===== config.mk =====
export PLATFORM = sky130hd
export DESIGN_NAME = utf8_stream_decoder
export DESIGN_NICKNAME = d
export VERILOG_FILES = /design/src/rtl/u8sd_pkg.sv /design/src/rtl/utf8_stream_decoder.sv /design/src/rtl/u8sd_step.sv
export SDC_FILE = /design/constraint.sdc
export NUM_CORES = 1
export LEC_CHECK = 0
export ABC_AREA = 1
export BUFFER_PORTS_ARGS = -buffer_cell sky130_fd_sc_hd__buf_2
export CAP_MARGIN = 10
export CORE_MARGIN = 2
export CORE_UTILIZATION = 40
export CTS_BUF_LIST = sky130_fd_sc_hd__clkbuf_2
export CTS_CLUSTER_DIAMETER = 50
export DETAILED_ROUTE_END_ITERATION = 10
export PLACE_DENSITY_LB_ADDON = 0.12
export SETUP_SLACK_MARGIN = 0.15
export SYNTH_ARGS = -nofsm -noshare
export SYNTH_HDL_FRONTEND = slang
export SYNTH_SLANG_ARGS = --single-unit
export TNS_END_PERCENT = 1

===== constraint.sdc =====
create_clock -name clk_i -period 6.3 [get_ports clk_i]
set_input_delay 1.575 -clock clk_i [delete_from_list [all_inputs] [get_ports clk_i]]
set_output_delay 1.575 -clock clk_i [all_outputs]
set_load 0.01 [all_outputs]

===== src/rtl/u8sd_pkg.sv =====
// ----------------------------------------------------------------------------
// u8sd_pkg
// Shared types, constants and lookup functions for the UTF-8 stream decoder.
// ----------------------------------------------------------------------------
package u8sd_pkg;

  localparam int unsigned ByteW = 8;
  localparam int unsigned CodeW = 32;
  localparam int unsigned CntW  = 3;

  localparam logic [CodeW-1:0] ReplResetVal = 32'h0000_003F;

  // Decoder state carried from one byte to the next.
  typedef struct packed {
    logic [CntW-1:0]  remaining;
    logic [CntW-1:0]  extra;
    logic [CodeW-1:0] acc;
  } seq_state_t;

  // One result word as produced by the step logic.
  typedef struct packed {
    logic             valid;
    logic [CodeW-1:0] code;
    logic             replaced;
    logic             eot;
  } result_t;

  // Trailing byte count implied by a lead byte.
  function automatic logic [CntW-1:0] lead_count(input logic [ByteW-1:0] b);
    logic [CntW-1:0] n;
    if (b < 8'hC0) begin
      n = 3'd0;
    end else if (b < 8'hE0) begin
      n = 3'd1;
    end else if (b < 8'hF0) begin
      n = 3'd2;
    end else if (b < 8'hF8) begin
      n = 3'd3;
    end else if (b < 8'hFC) begin
      n = 3'd4;
    end else begin
      n = 3'd5;
    end
    return n;
  endfunction

  // Offset removed from the accumulator once a sequence of this length ends.
  function automatic logic [CodeW-1:0] seq_offset(input logic [CntW-1:0] n);
    logic [CodeW-1:0] v;
    case (n)
      3'd1:    v = 32'h0000_3080;
      3'd2:    v = 32'h000E_2080;
      3'd3:    v = 32'h03C8_2080;
      3'd4:    v = 32'hFA08_2080;
      3'd5:    v = 32'h8208_2080;
      default: v = 32'h0000_0000;
    endcase
    return v;
  endfunction

endpackage


===== src/rtl/utf8_stream_decoder.sv =====
// ----------------------------------------------------------------------------
// utf8_stream_decoder
// Streaming UTF-8 decoder: one byte per word in, at most one code point out.
// ----------------------------------------------------------------------------
// A code point appears at the output in the cycle after the byte that
// completes it is accepted. Throughput: one byte per cycle unless the
// output stalls, set by the single state update (shift, add) per byte.
// Reset: sequence state and output valid clear, replacement code returns to
// 0x3F ('?'); no clearing pass is needed.
// ----------------------------------------------------------------------------
module utf8_stream_decoder (
  input  logic                       clk_i,
  input  logic                       rst_ni,

  // Configuration write channel: replacement code point.
  input  logic                       cfg_valid_i,
  output logic                       cfg_ready_o,
  input  logic [u8sd_pkg::CodeW-1:0] cfg_data_i,

  // Byte input channel.
  input  logic                       in_valid_i,
  output logic                       in_ready_o,
  input  logic [u8sd_pkg::ByteW-1:0] text_byte_i,
  input  logic                       last_byte_i,

  // Code point output channel.
  output logic                       out_valid_o,
  input  logic                       out_ready_i,
  output logic [u8sd_pkg::CodeW-1:0] code_point_o,
  output logic                       replaced_o,
  output logic                       end_of_text_o
);

  // Sequence state: trailing bytes still expected, length of the sequence
  // and the partial accumulator.
  u8sd_pkg::seq_state_t state_q, state_d;
  u8sd_pkg::result_t    step_res;

  logic [u8sd_pkg::CodeW-1:0] repl_q;

  // Output register. A new byte is taken whenever this register is empty or
  // is being drained in the same cycle, so the stream never stalls on its own.
  logic                       out_valid_q, out_valid_d;
  logic [u8sd_pkg::CodeW-1:0] code_q;
  logic                       replaced_q;
  logic                       eot_q;

  logic in_fire;

  assign cfg_ready_o = 1'b1;
  assign in_ready_o  = !out_valid_q || out_ready_i;
  assign in_fire     = in_valid_i && in_ready_o;

  u8sd_step u_step (
    .state_i     (state_q),
    .text_byte_i (text_byte_i),
    .last_byte_i (last_byte_i),
    .repl_i      (repl_q),
    .state_o     (state_d),
    .result_o    (step_res)
  );

  always_comb begin
    out_valid_d = out_valid_q;
    if (in_fire) begin
      out_valid_d = step_res.valid;
    end else if (out_ready_i) begin
      out_valid_d = 1'b0;
    end
  end

  always_ff @(posedge clk_i or negedge rst_ni) begin
    if (!rst_ni) begin
      state_q     <= '0;
      out_valid_q <= 1'b0;
      repl_q      <= u8sd_pkg::ReplResetVal;
    end else begin
      out_valid_q <= out_valid_d;
      if (in_fire) begin
        state_q <= state_d;
      end
      if (cfg_valid_i) begin
        repl_q <= cfg_data_i;
      end
    end
  end

  // Payload of the output register; it only loads with a fresh result.
  always_ff @(posedge clk_i) begin
    if (in_fire && step_res.valid) begin
      code_q     <= step_res.code;
      replaced_q <= step_res.replaced;
      eot_q      <= step_res.eot;
    end
  end

  assign out_valid_o   = out_valid_q;
  assign code_point_o  = code_q;
  assign replaced_o    = replaced_q;
  assign end_of_text_o = eot_q;

`ifndef NO_ASSERTIONS
  // The count of bytes still expected never exceeds the sequence length.
  a_remaining_le_extra: assert property (@(posedge clk_i) disable iff (!rst_ni)
    state_q.remaining <= state_q.extra)
    else $error("remaining count exceeds sequence length");

  // The final byte of a text always yields a result and clears the state.
  a_last_flushes: assert property (@(posedge clk_i) disable iff (!rst_ni)
    in_fire && last_byte_i |=> out_valid_q && eot_q && state_q.remaining == '0)
    else $error("final byte did not flush the sequence");

  // A replacement is only ever produced at the end of a text.
  a_repl_at_end: assert property (@(posedge clk_i) disable iff (!rst_ni)
    out_valid_q && replaced_q |-> eot_q)
    else $error("replacement outside end of text");

  // A single-byte lead outside a sequence is emitted directly.
  a_ascii_direct: assert property (@(posedge clk_i) disable iff (!rst_ni)
    in_fire && state_q.remaining == '0 && text_byte_i < 8'hC0
    |=> out_valid_q && !replaced_q)
    else $error("single-byte value not emitted");
`endif

endmodule


===== src/rtl/u8sd_step.sv =====
// ----------------------------------------------------------------------------
// u8sd_step
// Combinational next-state and result logic for one input byte.
// ----------------------------------------------------------------------------
module u8sd_step (
  input  u8sd_pkg::seq_state_t               state_i,
  input  logic [u8sd_pkg::ByteW-1:0]         text_byte_i,
  input  logic                               last_byte_i,
  input  logic [u8sd_pkg::CodeW-1:0]         repl_i,
  output u8sd_pkg::seq_state_t               state_o,
  output u8sd_pkg::result_t                  result_o
);

  u8sd_pkg::seq_state_t upd;
  logic                 done;

  always_comb begin
    if (state_i.remaining == '0) begin
      upd.extra     = u8sd_pkg::lead_count(text_byte_i);
      upd.remaining = upd.extra;
      upd.acc       = {{(u8sd_pkg::CodeW-u8sd_pkg::ByteW){1'b0}}, text_byte_i};
    end else begin
      upd.extra     = state_i.extra;
      upd.remaining = state_i.remaining - 3'd1;
      upd.acc       = {state_i.acc[u8sd_pkg::CodeW-7:0], 6'b0}
                    + {{(u8sd_pkg::CodeW-u8sd_pkg::ByteW){1'b0}}, text_byte_i};
    end

    done = (upd.remaining == '0);

    result_o.valid    = done || last_byte_i;
    result_o.eot      = last_byte_i;
    result_o.replaced = !done;
    result_o.code     = done ? (upd.acc - u8sd_pkg::seq_offset(upd.extra)) : repl_i;

    // Any emitted result closes the sequence.
    if (result_o.valid) begin
      state_o = '0;
    end else begin
      state_o = upd;
    end
  end

endmodule

==> results of run 1 <==
==> metal layers <==
layer  track usage, %  vias up  routed length [µm]
met2             36.4      164                8030
met5                0        -                   0
li1                 -     2685                   -
met4             6.92        0                 378
met3             4.76       23                 995
met1             27.0     2537                7340
==> cell type report <==
cell class                      count  area (µm²)
Antenna cell                        1        2.50
Clock buffer                       10        50.0
Clock inverter                      6        60.1
Fill cell                        1560        8270
Inverter                          115         432
Multi-Input combinational cell    535        2960
Sequential cell                    99        2660
Tap cell                          188         235
Timing Repair Buffer               83         420
==> through the flow <==
step	instance area, µm²	setup WS [ps]	power (mW)	instances	utilization [%]
after CTS	6820	1690	3.93	1036	45.2
final	6820	1600	3.89	1037	45.2
after global placement	6710	1090	3.56	1020	44.4
after global routing	6820	1190	4.29	1037	45.2
after floorplan	6140	1580	2.86	770	-
after detailed placement	6710	955	3.60	1020	44.4
==> where the power goes <==
part           leakage [nW]  switching [mW]  total [mW]  internal [mW]
sequential             1.14          0.0787        1.07          0.988
clock                0.0721           0.247       0.312         0.0650
combinational          2.12            1.73        2.51          0.777
==> cell usage in the layout (no fill, tap or decap), drive strengths merged <==
master | netlist | final
nand2 | 199 | 199
inv | 115 | 119
buf | 8 | 83
nand3 | 67 | 67
nor2 | 64 | 64
dfrtp | 59 | 59
o21ai | 59 | 59
edfxtp | 34 | 34
a21oi | 27 | 27
mux2 | 25 | 25
o22ai | 20 | 20
ha | 19 | 19
nand4 | 15 | 15
clkbuf | 13 | 10
dfstp | 6 | 6
nor3 | 6 | 6
nand3b | 5 | 5
xnor2 | 5 | 5
a22o | 4 | 4
a31oi | 3 | 3
xor2 | 3 | 3
or2 | 3 | 3
o21bai | 3 | 3
o21a | 2 | 2
a211oi | 2 | 2
clkinv | 0 | 2
diode | 0 | 1
a31o | 1 | 1
o31ai | 1 | 1
fa | 1 | 1
conb | 1 | 1
==> cell families after synthesis <==
group,Yosys count,share of synthesized area (%)
other,1,0.0611
DFF,99,43.2
AOI/OAI and AO/OA,122,11.4
and+or+nand+nor,359,26.7
xor gates and xnor gates,8,1.14
muxes,25,4.58
buffers and inverters,136,8.66
adders and majority gates,20,4.20
==> synthesized netlist by cell type (all sizes together) <==
library cell | number | area share [%]
clkbuf | 13 | 0.79
nand2 | 199 | 13
conb | 1 | 0.061
o21a | 2 | 0.24
a31oi | 3 | 0.31
a22o | 4 | 0.57
nor2 | 64 | 4.5
xnor2 | 5 | 0.71
a31o | 1 | 0.14
o22ai | 20 | 2.0
or2 | 3 | 0.31
dfrtp | 59 | 24
nand3 | 67 | 6.2
a21oi | 27 | 2.4
nor3 | 6 | 0.57
mux2 | 25 | 4.6
nand3b | 5 | 0.61
dfstp | 6 | 2.6
fa | 1 | 0.33
ha | 19 | 3.9
o31ai | 1 | 0.12
a211oi | 2 | 0.24
o21ai | 59 | 4.9
edfxtp | 34 | 17
buf | 8 | 0.84
o21bai | 3 | 0.43
inv | 115 | 7.0
nand4 | 15 | 1.6
xor2 | 3 | 0.43
==> final timing paths <==
kind,to,slack (ps),depth (start not counted)
hold reg to reg,repl_q[26],540,2
setup / recovery,code_point_o[31],1600,26
min in group asynchronous,state_q[0],1070,2
setup reg to reg,code_point_o[25],1920,23
max in group asynchronous,repl_q[28],4620,2
hold / removal,repl_q[26],540,2
==> registers in the layout (all words and copies together) (netlist names) <==
signal         cells
end_of_text_o      1
code_point_o      32
state_q           32
replaced_o         1
out_valid_o        1
repl_q            32
==> worst register-to-register path, stage by stage (launching register included) <==
cell and delay [ps]:
dfrtp_1 460, inv_1 110, ha_1 190, nand2_2 360
inv_2 420, nand3_1 200, o21ai_0 190, inv_1 150
nand2_1 140, inv_1 70, nor2_1 290, nand2_1 150
ha_1 270, ha_1 220, nand3_1 140, nand3_1 90
nand2_1 100, nand2_1 80, nand2_1 120, nand3b_1 110
nand2_1 80, nand2_1 50, nand3_1 100, nand2_1 60
==> results.sh, run 1 <==
export IMPL_post_cts_buffers=0
export IMPL_worst_path_buf_inv=7
export IMPL_netlist_area_um2=6140
export IMPL_grt_first_pass_wirelength_mm=26.9
export IMPL_cp_arrival_ps=5110
export IMPL_avgSynthCellArea_um2=7.98
export IMPL_worstHoldStart="repl_q[26]"
export IMPL_cts_sinks=99
export IMPL_first_pass_iters=7
export IMPL_grt_antenna_before_repair=1
export IMPL_crit_top_cell="inv_1"
export IMPL_synth_seq_area_share_pct=43.2
export IMPL_root_buffer="clkbuf_2"
export IMPL_die_area_um2=16400
export IMPL_areaGrowthSynthToFinish_pct=11.0
export IMPL_start_util_pct=40.7
export IMPL_endpoint_kind="register"
export IMPL_synth_warnings=0
export IMPL_worstMarginPinSlew_ps=1180
export IMPL_via_count=5409
export IMPL_ant_nets=0
export IMPL_viasPerCell=5.22
export IMPL_clk_latency_ps=630
export IMPL_finalCritPeriodShare_pct=74.6
export IMPL_slew_viol_final=0
export IMPL_status="complete, no violations"
export IMPL_die_h_um=128
export IMPL_cts_tree="done"
export IMPL_rows=45
export IMPL_crit_path_top_delay_cell="fa_1"
export IMPL_drive_above_1_share_pct=20.4
export IMPL_nets=909
export IMPL_routed_wl_mm=16.7
export IMPL_crit_start="text_byte_i[6]"
export IMPL_final_setup_tns_ps=0
export IMPL_htree_num_levels=3
export IMPL_synth_cell_types=46
export IMPL_leakagePower_nw=3.33
export IMPL_hpwl_mm=12.6
export IMPL_ys_ff_latch=99
export IMPL_crit_type="input pin to register"
export IMPL_rr_startpoint="state_q[35]"
export IMPL_setup_viol=0
export IMPL_whs_ps=542
export IMPL_fmax_ghz=0.213
export IMPL_peakVddDrop_mv=0.275
export IMPL_cts_buffers=9
export IMPL_slew_headroom_pct=21.3
export IMPL_place_gp_congestion=0.867
export IMPL_syn_nets=836
export IMPL_finalHoldViolations=0
export IMPL_avgRoutedWirePerCell_um=16.2
export IMPL_rsz0062_at_grt="false"
export IMPL_cap_viol_max_count=0
export IMPL_grt_use_total_pct=21.3
export IMPL_clkSlewWorstSetupHoldPaths_ps=270
export IMPL_clockBufferDepth=2
export IMPL_cts_resized_gates=0
export IMPL_crit_fanout=5
export IMPL_finalClockSkew_ps=39.3
export IMPL_grt_max_degree=66
export IMPL_io_pins=83
export IMPL_remaining_drc_errors=0
export IMPL_final_min_clock_period_ps=4700
export IMPL_startpoint_type="input pin"
export IMPL_holdCritPathClass="register to register"
export IMPL_hold_buffers=0
export IMPL_power_density_nw_per_um2=570
export IMPL_cp_data_required_time_ps=6710
export IMPL_max_stage_delay_ps=490
export IMPL_grt_pass1_vias=5365
export IMPL_core_um2=15100
export IMPL_grt_overflow=0
export IMPL_worst_path_dominant_cell_family="simple AND/OR/NAND/NOR gates"
export IMPL_numPortBuffers=81
export IMPL_drt_iter0_drc=279
export IMPL_die_w_um=128
export IMPL_synth_cells=770
Power figures use the tool's default switching activity.
==> run 2, diff against run 1 <==
==> constraint.sdc (replaced) <==
create_clock -name clk_i -period 4.4 [get_ports clk_i]
set_input_delay 1.1 -clock clk_i [delete_from_list [all_inputs] [get_ports clk_i]]
set_output_delay 1.1 -clock clk_i [all_outputs]
set_load 0.01 [all_outputs]
==> run 2 against run 1 <==
- flip-flop and latch count did not move
- routed wire length rose by 2.9%
- clock-buffer cell count decreased by 1
==> results.sh, run 2 (synthesized netlist as in run 1, its figures left out) <==
export IMPL_status="complete, no violations"
export IMPL_numPortBuffers=81
export IMPL_final_min_clock_period_ps=3900
export IMPL_htree_num_levels=3
export IMPL_crit_path_top_delay_cell="fa_1"
export IMPL_drive_above_1_share_pct=23.9
export IMPL_placed_cell_area_um2=7000
export IMPL_clkSlewWorstSetupHoldPaths_ps=290
export IMPL_grt_max_degree=42
export IMPL_instances_no_fill=1076
export IMPL_grt_first_pass_wirelength_mm=28.2
export IMPL_power_density_nw_per_um2=816
export IMPL_cap_viol_max_count=0
export IMPL_nets=948
export IMPL_finalCritPeriodShare_pct=88.6
export IMPL_peakVddDrop_mv=0.318
export IMPL_worst_r2r_endpoint="code_point_o[31]"
export IMPL_hold_buffers=0
export IMPL_place_gp_congestion=0.889
export IMPL_drt_iter0_drc=337
export IMPL_clk_latency_ps=650
export IMPL_cp_arrival_ps=4340
export IMPL_leakagePower_nw=3.50
export IMPL_start_util_pct=40.7
export IMPL_remaining_drc_errors=0
export IMPL_grt_pass1_vias=5594
export IMPL_grt_use_total_pct=22.2
export IMPL_endpoint_kind="register"
export IMPL_first_pass_iters=6
export IMPL_rows=45
export IMPL_startpoint_type="input pin"
export IMPL_crit_top_cell="inv_1"
export IMPL_holdCritPathClass="input pin to asynchronous set/reset pin"
export IMPL_final_common_cell="nand2_1"
export IMPL_rsz0062_at_grt="false"
export IMPL_cts_resized_gates=0
export IMPL_via_count=5549
export IMPL_post_cts_buffers=0
export IMPL_die_h_um=128
export IMPL_viasPerCell=5.16
export IMPL_worstMarginPinSlew_ps=803
export IMPL_worst_path_dominant_cell_family="simple AND/OR/NAND/NOR gates"
export IMPL_root_buffer="clkbuf_2"
export IMPL_die_w_um=128
export IMPL_placed_cells=1059
export IMPL_crit_fanout=3
export IMPL_reg2reg_slack_ps=680
export IMPL_rr_startpoint="state_q[0]"
export IMPL_cts_tree="done"
export IMPL_rr_worst_depth=25
export IMPL_final_cell_mix="nand2_1 (186), inv_1 (111), buf_2 (81)"
export IMPL_grt_antenna_before_repair=1
export IMPL_slew_headroom_pct=46.5
export IMPL_grt_overflow=0
export IMPL_fmax_ghz=0.256
export IMPL_clockBufferDepth=2
export IMPL_setup_viol=0
export IMPL_cp_data_required_time_ps=4840
export IMPL_stdcell_area_um2=7100
export IMPL_cts_buffers=9
export IMPL_routed_wl_mm=17.2
export IMPL_slew_viol_final=0
export IMPL_max_stage_delay_ps=390
export IMPL_crit_type="input pin to register"
export IMPL_finalClockSkew_ps=46.0
export IMPL_finalHoldViolations=0
export IMPL_ant_nets=0
export IMPL_core_um2=15100
export IMPL_die_area_um2=16400
export IMPL_io_pins=83
export IMPL_hpwl_mm=13.3
export IMPL_worst_path_buf_inv=7
export IMPL_avgRoutedWirePerCell_um=16.0
export IMPL_areaGrowthSynthToFinish_pct=15.7
export IMPL_cts_sinks=99
## run 2: changes by cell type in the layout (fill, tap and decap cells not counted)
cell	change
buf_4	+39
clkinvlp_4	+4
clkinv_8	-1
clkinv_4	-1
clkbuf_2	-1
inv_4	-1
## run 2: layer usage
layer	vias to the layer above	GRT usage (%)	share of wire [%]
met1	2635	28.3	45
met2	128	38.7	49
met3	20	3.76	4.1
met5	-	0	0
met4	0	6.33	1.4
li1	2766	-	-
## run 2: how the worst max path moves through the flow
stage               slack (ps)               end  cells past startpoint      startpoint
floorplan                  160  code_point_o[31]                     25  text_byte_i[6]
global placement           -80  code_point_o[30]                     23  text_byte_i[7]
detailed placement        -160  code_point_o[31]                     26  text_byte_i[6]
CTS                        570  code_point_o[31]                     26  text_byte_i[6]
global route               160  code_point_o[31]                     26  text_byte_i[6]
finish                     500  code_point_o[31]                     26  text_byte_i[6]
## run 2: report_power, final
part / total (mW) / leakage, nW / switching (mW) / internal [mW]
clock network: 0.430 / 0.0531 / 0.349 / 0.0815
registers: 1.52 / 1.14 / 0.112 / 1.41
logic: 3.84 / 2.30 / 2.54 / 1.30
## run 2: area by class of cell
class                      count  area, µm²
multi-input combinational    535       2960
sequential                    99       2660
tap                          188        235
fill                        1513       7990
timing repair buffer         122        713
clock buffer                   9       45.0
antenna                        1       2.50
inverter                     115        432
clock inverter                 7       58.8
## run 2: stage by stage
stage	utilization, %	worst slack (ps)	power (mW)	hold slack, ps	TNS, ps
floorplan	-	157	4.09	454	0
global placement	46.4	-79.7	5.34	478	-148
detailed placement	46.4	-160	5.38	496	-219
CTS	47.1	569	5.81	224	0
global route	47.1	160	6.35	228	0
finish	47.1	501	5.80	271	0
==> run 3, diff against run 2 <==
--- a/config.mk
+++ b/config.mk
@@ -17,5 +17,6 @@
 export SETUP_SLACK_MARGIN = 0.15
 export SYNTH_ARGS = -nofsm -noshare
 export SYNTH_HDL_FRONTEND = slang
+export SYNTH_HIERARCHICAL = 1
 export SYNTH_SLANG_ARGS = --single-unit
 export TNS_END_PERCENT = 1
==> run 3 against run 2 <==
- largest power group unchanged
- clock-buffer cell count unchanged
- core utilization is 1.2 points lower
- hold slack better by 71 ps
- maximum frequency rose by 1.4%
- synthesized area increased by 6.0%
- flip-flop and latch count unchanged
- critical path type is now register to register
- cell area grew 2.6%
- sequential share of layout area is 0.95 points lower
- clock power rose by 7.7%
==> results.sh, run 3 <==
export IMPL_status="complete, no violations"
export IMPL_slew_headroom_pct=37.7
export IMPL_crit_start="state_q[35]"
export IMPL_die_w_um=132
export IMPL_power_density_nw_per_um2=774
export IMPL_avgRoutedWirePerCell_um=14.6
export IMPL_routed_wl_mm=17.4
export IMPL_cts_tree="done"
export IMPL_synth_cells=893
export IMPL_slew_viol_final=0
export IMPL_worst_path_buf_inv=5
export IMPL_cp_data_required_time_ps=4830
export IMPL_nets=1037
export IMPL_crit_fanout=9
export IMPL_setup_viol=0
export IMPL_remaining_drc_errors=0
export IMPL_finalHoldViolations=0
export IMPL_place_gp_congestion=0.868
export IMPL_start_util_pct=41.0
export IMPL_via_count=5829
export IMPL_finalClockSkew_ps=62.6
export IMPL_rsz0062_at_grt="true"
export IMPL_cp_arrival_ps=4270
export IMPL_startpoint_type="register"
export IMPL_max_stage_delay_ps=430
export IMPL_drt_iter0_drc=279
export IMPL_core_um2=15900
export IMPL_final_min_clock_period_ps=3840
export IMPL_peakVddDrop_mv=0.415
export IMPL_cts_sinks=99
export IMPL_seq_area_um2=2660
export IMPL_synth_warnings=6
export IMPL_cts_buffers=9
export IMPL_root_buffer="clkbuf_2"
export IMPL_fillCellCount=1718
export IMPL_grt_pass1_vias=5788
export IMPL_crit_top_cell="inv_1"
export IMPL_crit_path_top_delay_cell="dfrtp_1"
export IMPL_grt_antenna_before_repair=1
export IMPL_die_area_um2=17300
export IMPL_final_setup_tns_ps=0
export IMPL_stdcell_area_um2=7290
export IMPL_cap_viol_max_count=0
export IMPL_numPortBuffers=81
export IMPL_leakagePower_nw=3.75
export IMPL_clk_latency_ps=660
export IMPL_htree_num_levels=3
export IMPL_endpoint_kind="register"
export IMPL_crit_type="register to register"
export IMPL_final_cell_mix="nand2_1 (268), inv_1 (117), buf_2 (81)"
export IMPL_avgSynthCellArea_um2=7.29
export IMPL_netlist_area_um2=6510
export IMPL_worstMarginPinSlew_ps=934
export IMPL_rr_startpoint="state_q[35]"
export IMPL_syn_nets=960
export IMPL_crit_chain="inv_1 > ha_1 > nand2_1 > inv_1 > o21ai_0 > inv_1 > ha_1 > inv_1 > nand4_1 > ha_1 > a21oi_1 > inv_1 > nand2_1 > nand3_1 > o21bai_2 > nand3_1 > nand4_1 > nand3_1 > nand2_1"
export IMPL_grt_overflow=0
export IMPL_clockBufferDepth=2
export IMPL_grt_first_pass_wirelength_mm=29.1
export IMPL_placed_cell_area_um2=7160
export IMPL_ant_nets=0
export IMPL_viasPerCell=4.89
export IMPL_clkSlewWorstSetupHoldPaths_ps=350
export IMPL_finalCritPeriodShare_pct=87.4
export IMPL_hold_buffers=0
export IMPL_fmax_ghz=0.260
export IMPL_first_pass_iters=5
export IMPL_rows=46
export IMPL_timing_final_ws_setup_ps=556
export IMPL_areaGrowthSynthToFinish_pct=12.0
export IMPL_grt_use_total_pct=20.9
export IMPL_drive_above_1_share_pct=17.6
export IMPL_multiInputGateArea_um2=3230
export IMPL_die_h_um=132
export IMPL_grt_max_degree=65
export IMPL_holdCritPathClass="input pin to asynchronous set/reset pin"
export IMPL_worst_path_dominant_cell_family="simple AND/OR/NAND/NOR gates"
export IMPL_io_pins=83
export IMPL_dp_slack_ps=29.8
export IMPL_hpwl_mm=12.7
export IMPL_final_common_cell="nand2_1"
## run 3: power breakdown
group	switching (mW)	total [mW]	leakage (nW)	internal [mW]
Combinational	2.45	3.74	2.53	1.29
Sequential	0.129	1.44	1.15	1.31
Clock	0.366	0.463	0.0762	0.0973
Total	2.95	5.65	3.75	2.70
## run 3: worst reg2reg max path, cell delays in order, from the launching register on
cell	delay, ps
dfrtp_1	430
inv_1	70
ha_1	190
nand2_1	310
inv_1	240
o21ai_0	270
inv_1	110
ha_1	350
inv_1	100
nand4_1	150
ha_1	380
a21oi_1	230
inv_1	60
nand2_1	50
nand3_1	80
o21bai_2	230
nand3_1	130
nand4_1	90
nand3_1	90
nand2_1	50
## run 3: worst paths after layout
| path | depth (start not counted) | end | slack [ps] |
|---|---|---|---|
| worst min-delay path | 1 | state_q[35] | 340 |
| worst min register to register | 2 | repl_q[0] | 490 |
| min in group clk_i | 2 | repl_q[0] | 490 |
| worst max register to register | 19 | code_point_o[29] | 560 |
| max in group asynchronous | 2 | repl_q[26] | 2980 |
| worst max-delay path | 19 | code_point_o[29] | 560 |
## run 3: layer usage
| layer | share of wire (%) | track usage [%] | routed length, µm |
|---|---|---|---|
| met1 | 45 | 26.5 | 7840 |
| met2 | 48 | 35.6 | 8320 |
| met3 | 4.2 | 4.05 | 732 |
| met4 | 2.6 | 7.31 | 452 |
| met5 | 0 | 0 | 0 |
## run 3: stage by stage
stage | util [%] | total power [mW] | hold slack (ps) | std cells
final | 45.9 | 5.65 | 341 | 1192
after global routing | 45.9 | 6.27 | 290 | 1192
after CTS | 45.9 | 5.70 | 306 | 1191
after detailed placement | 45.1 | 5.21 | 461 | 1175
after global placement | 45.1 | 5.21 | 450 | 1175
after floorplan | - | 4.11 | 437 | 893
## run 3: area by class of cell
class	instances	area share, %
diodes	1	0.0343
well taps	216	3.71
flip-flops and latches	99	36.4
clock buffers	9	0.618
inverters	120	6.18
clock inverters	7	1.06
repair buffers	101	7.62
multi-input cells	639	44.4
## run 3: repair_timing
action,4_1_cts,5_1_grt
setup buffers,0,0
resized for setup,0,1
setup endpoints to repair,0,4
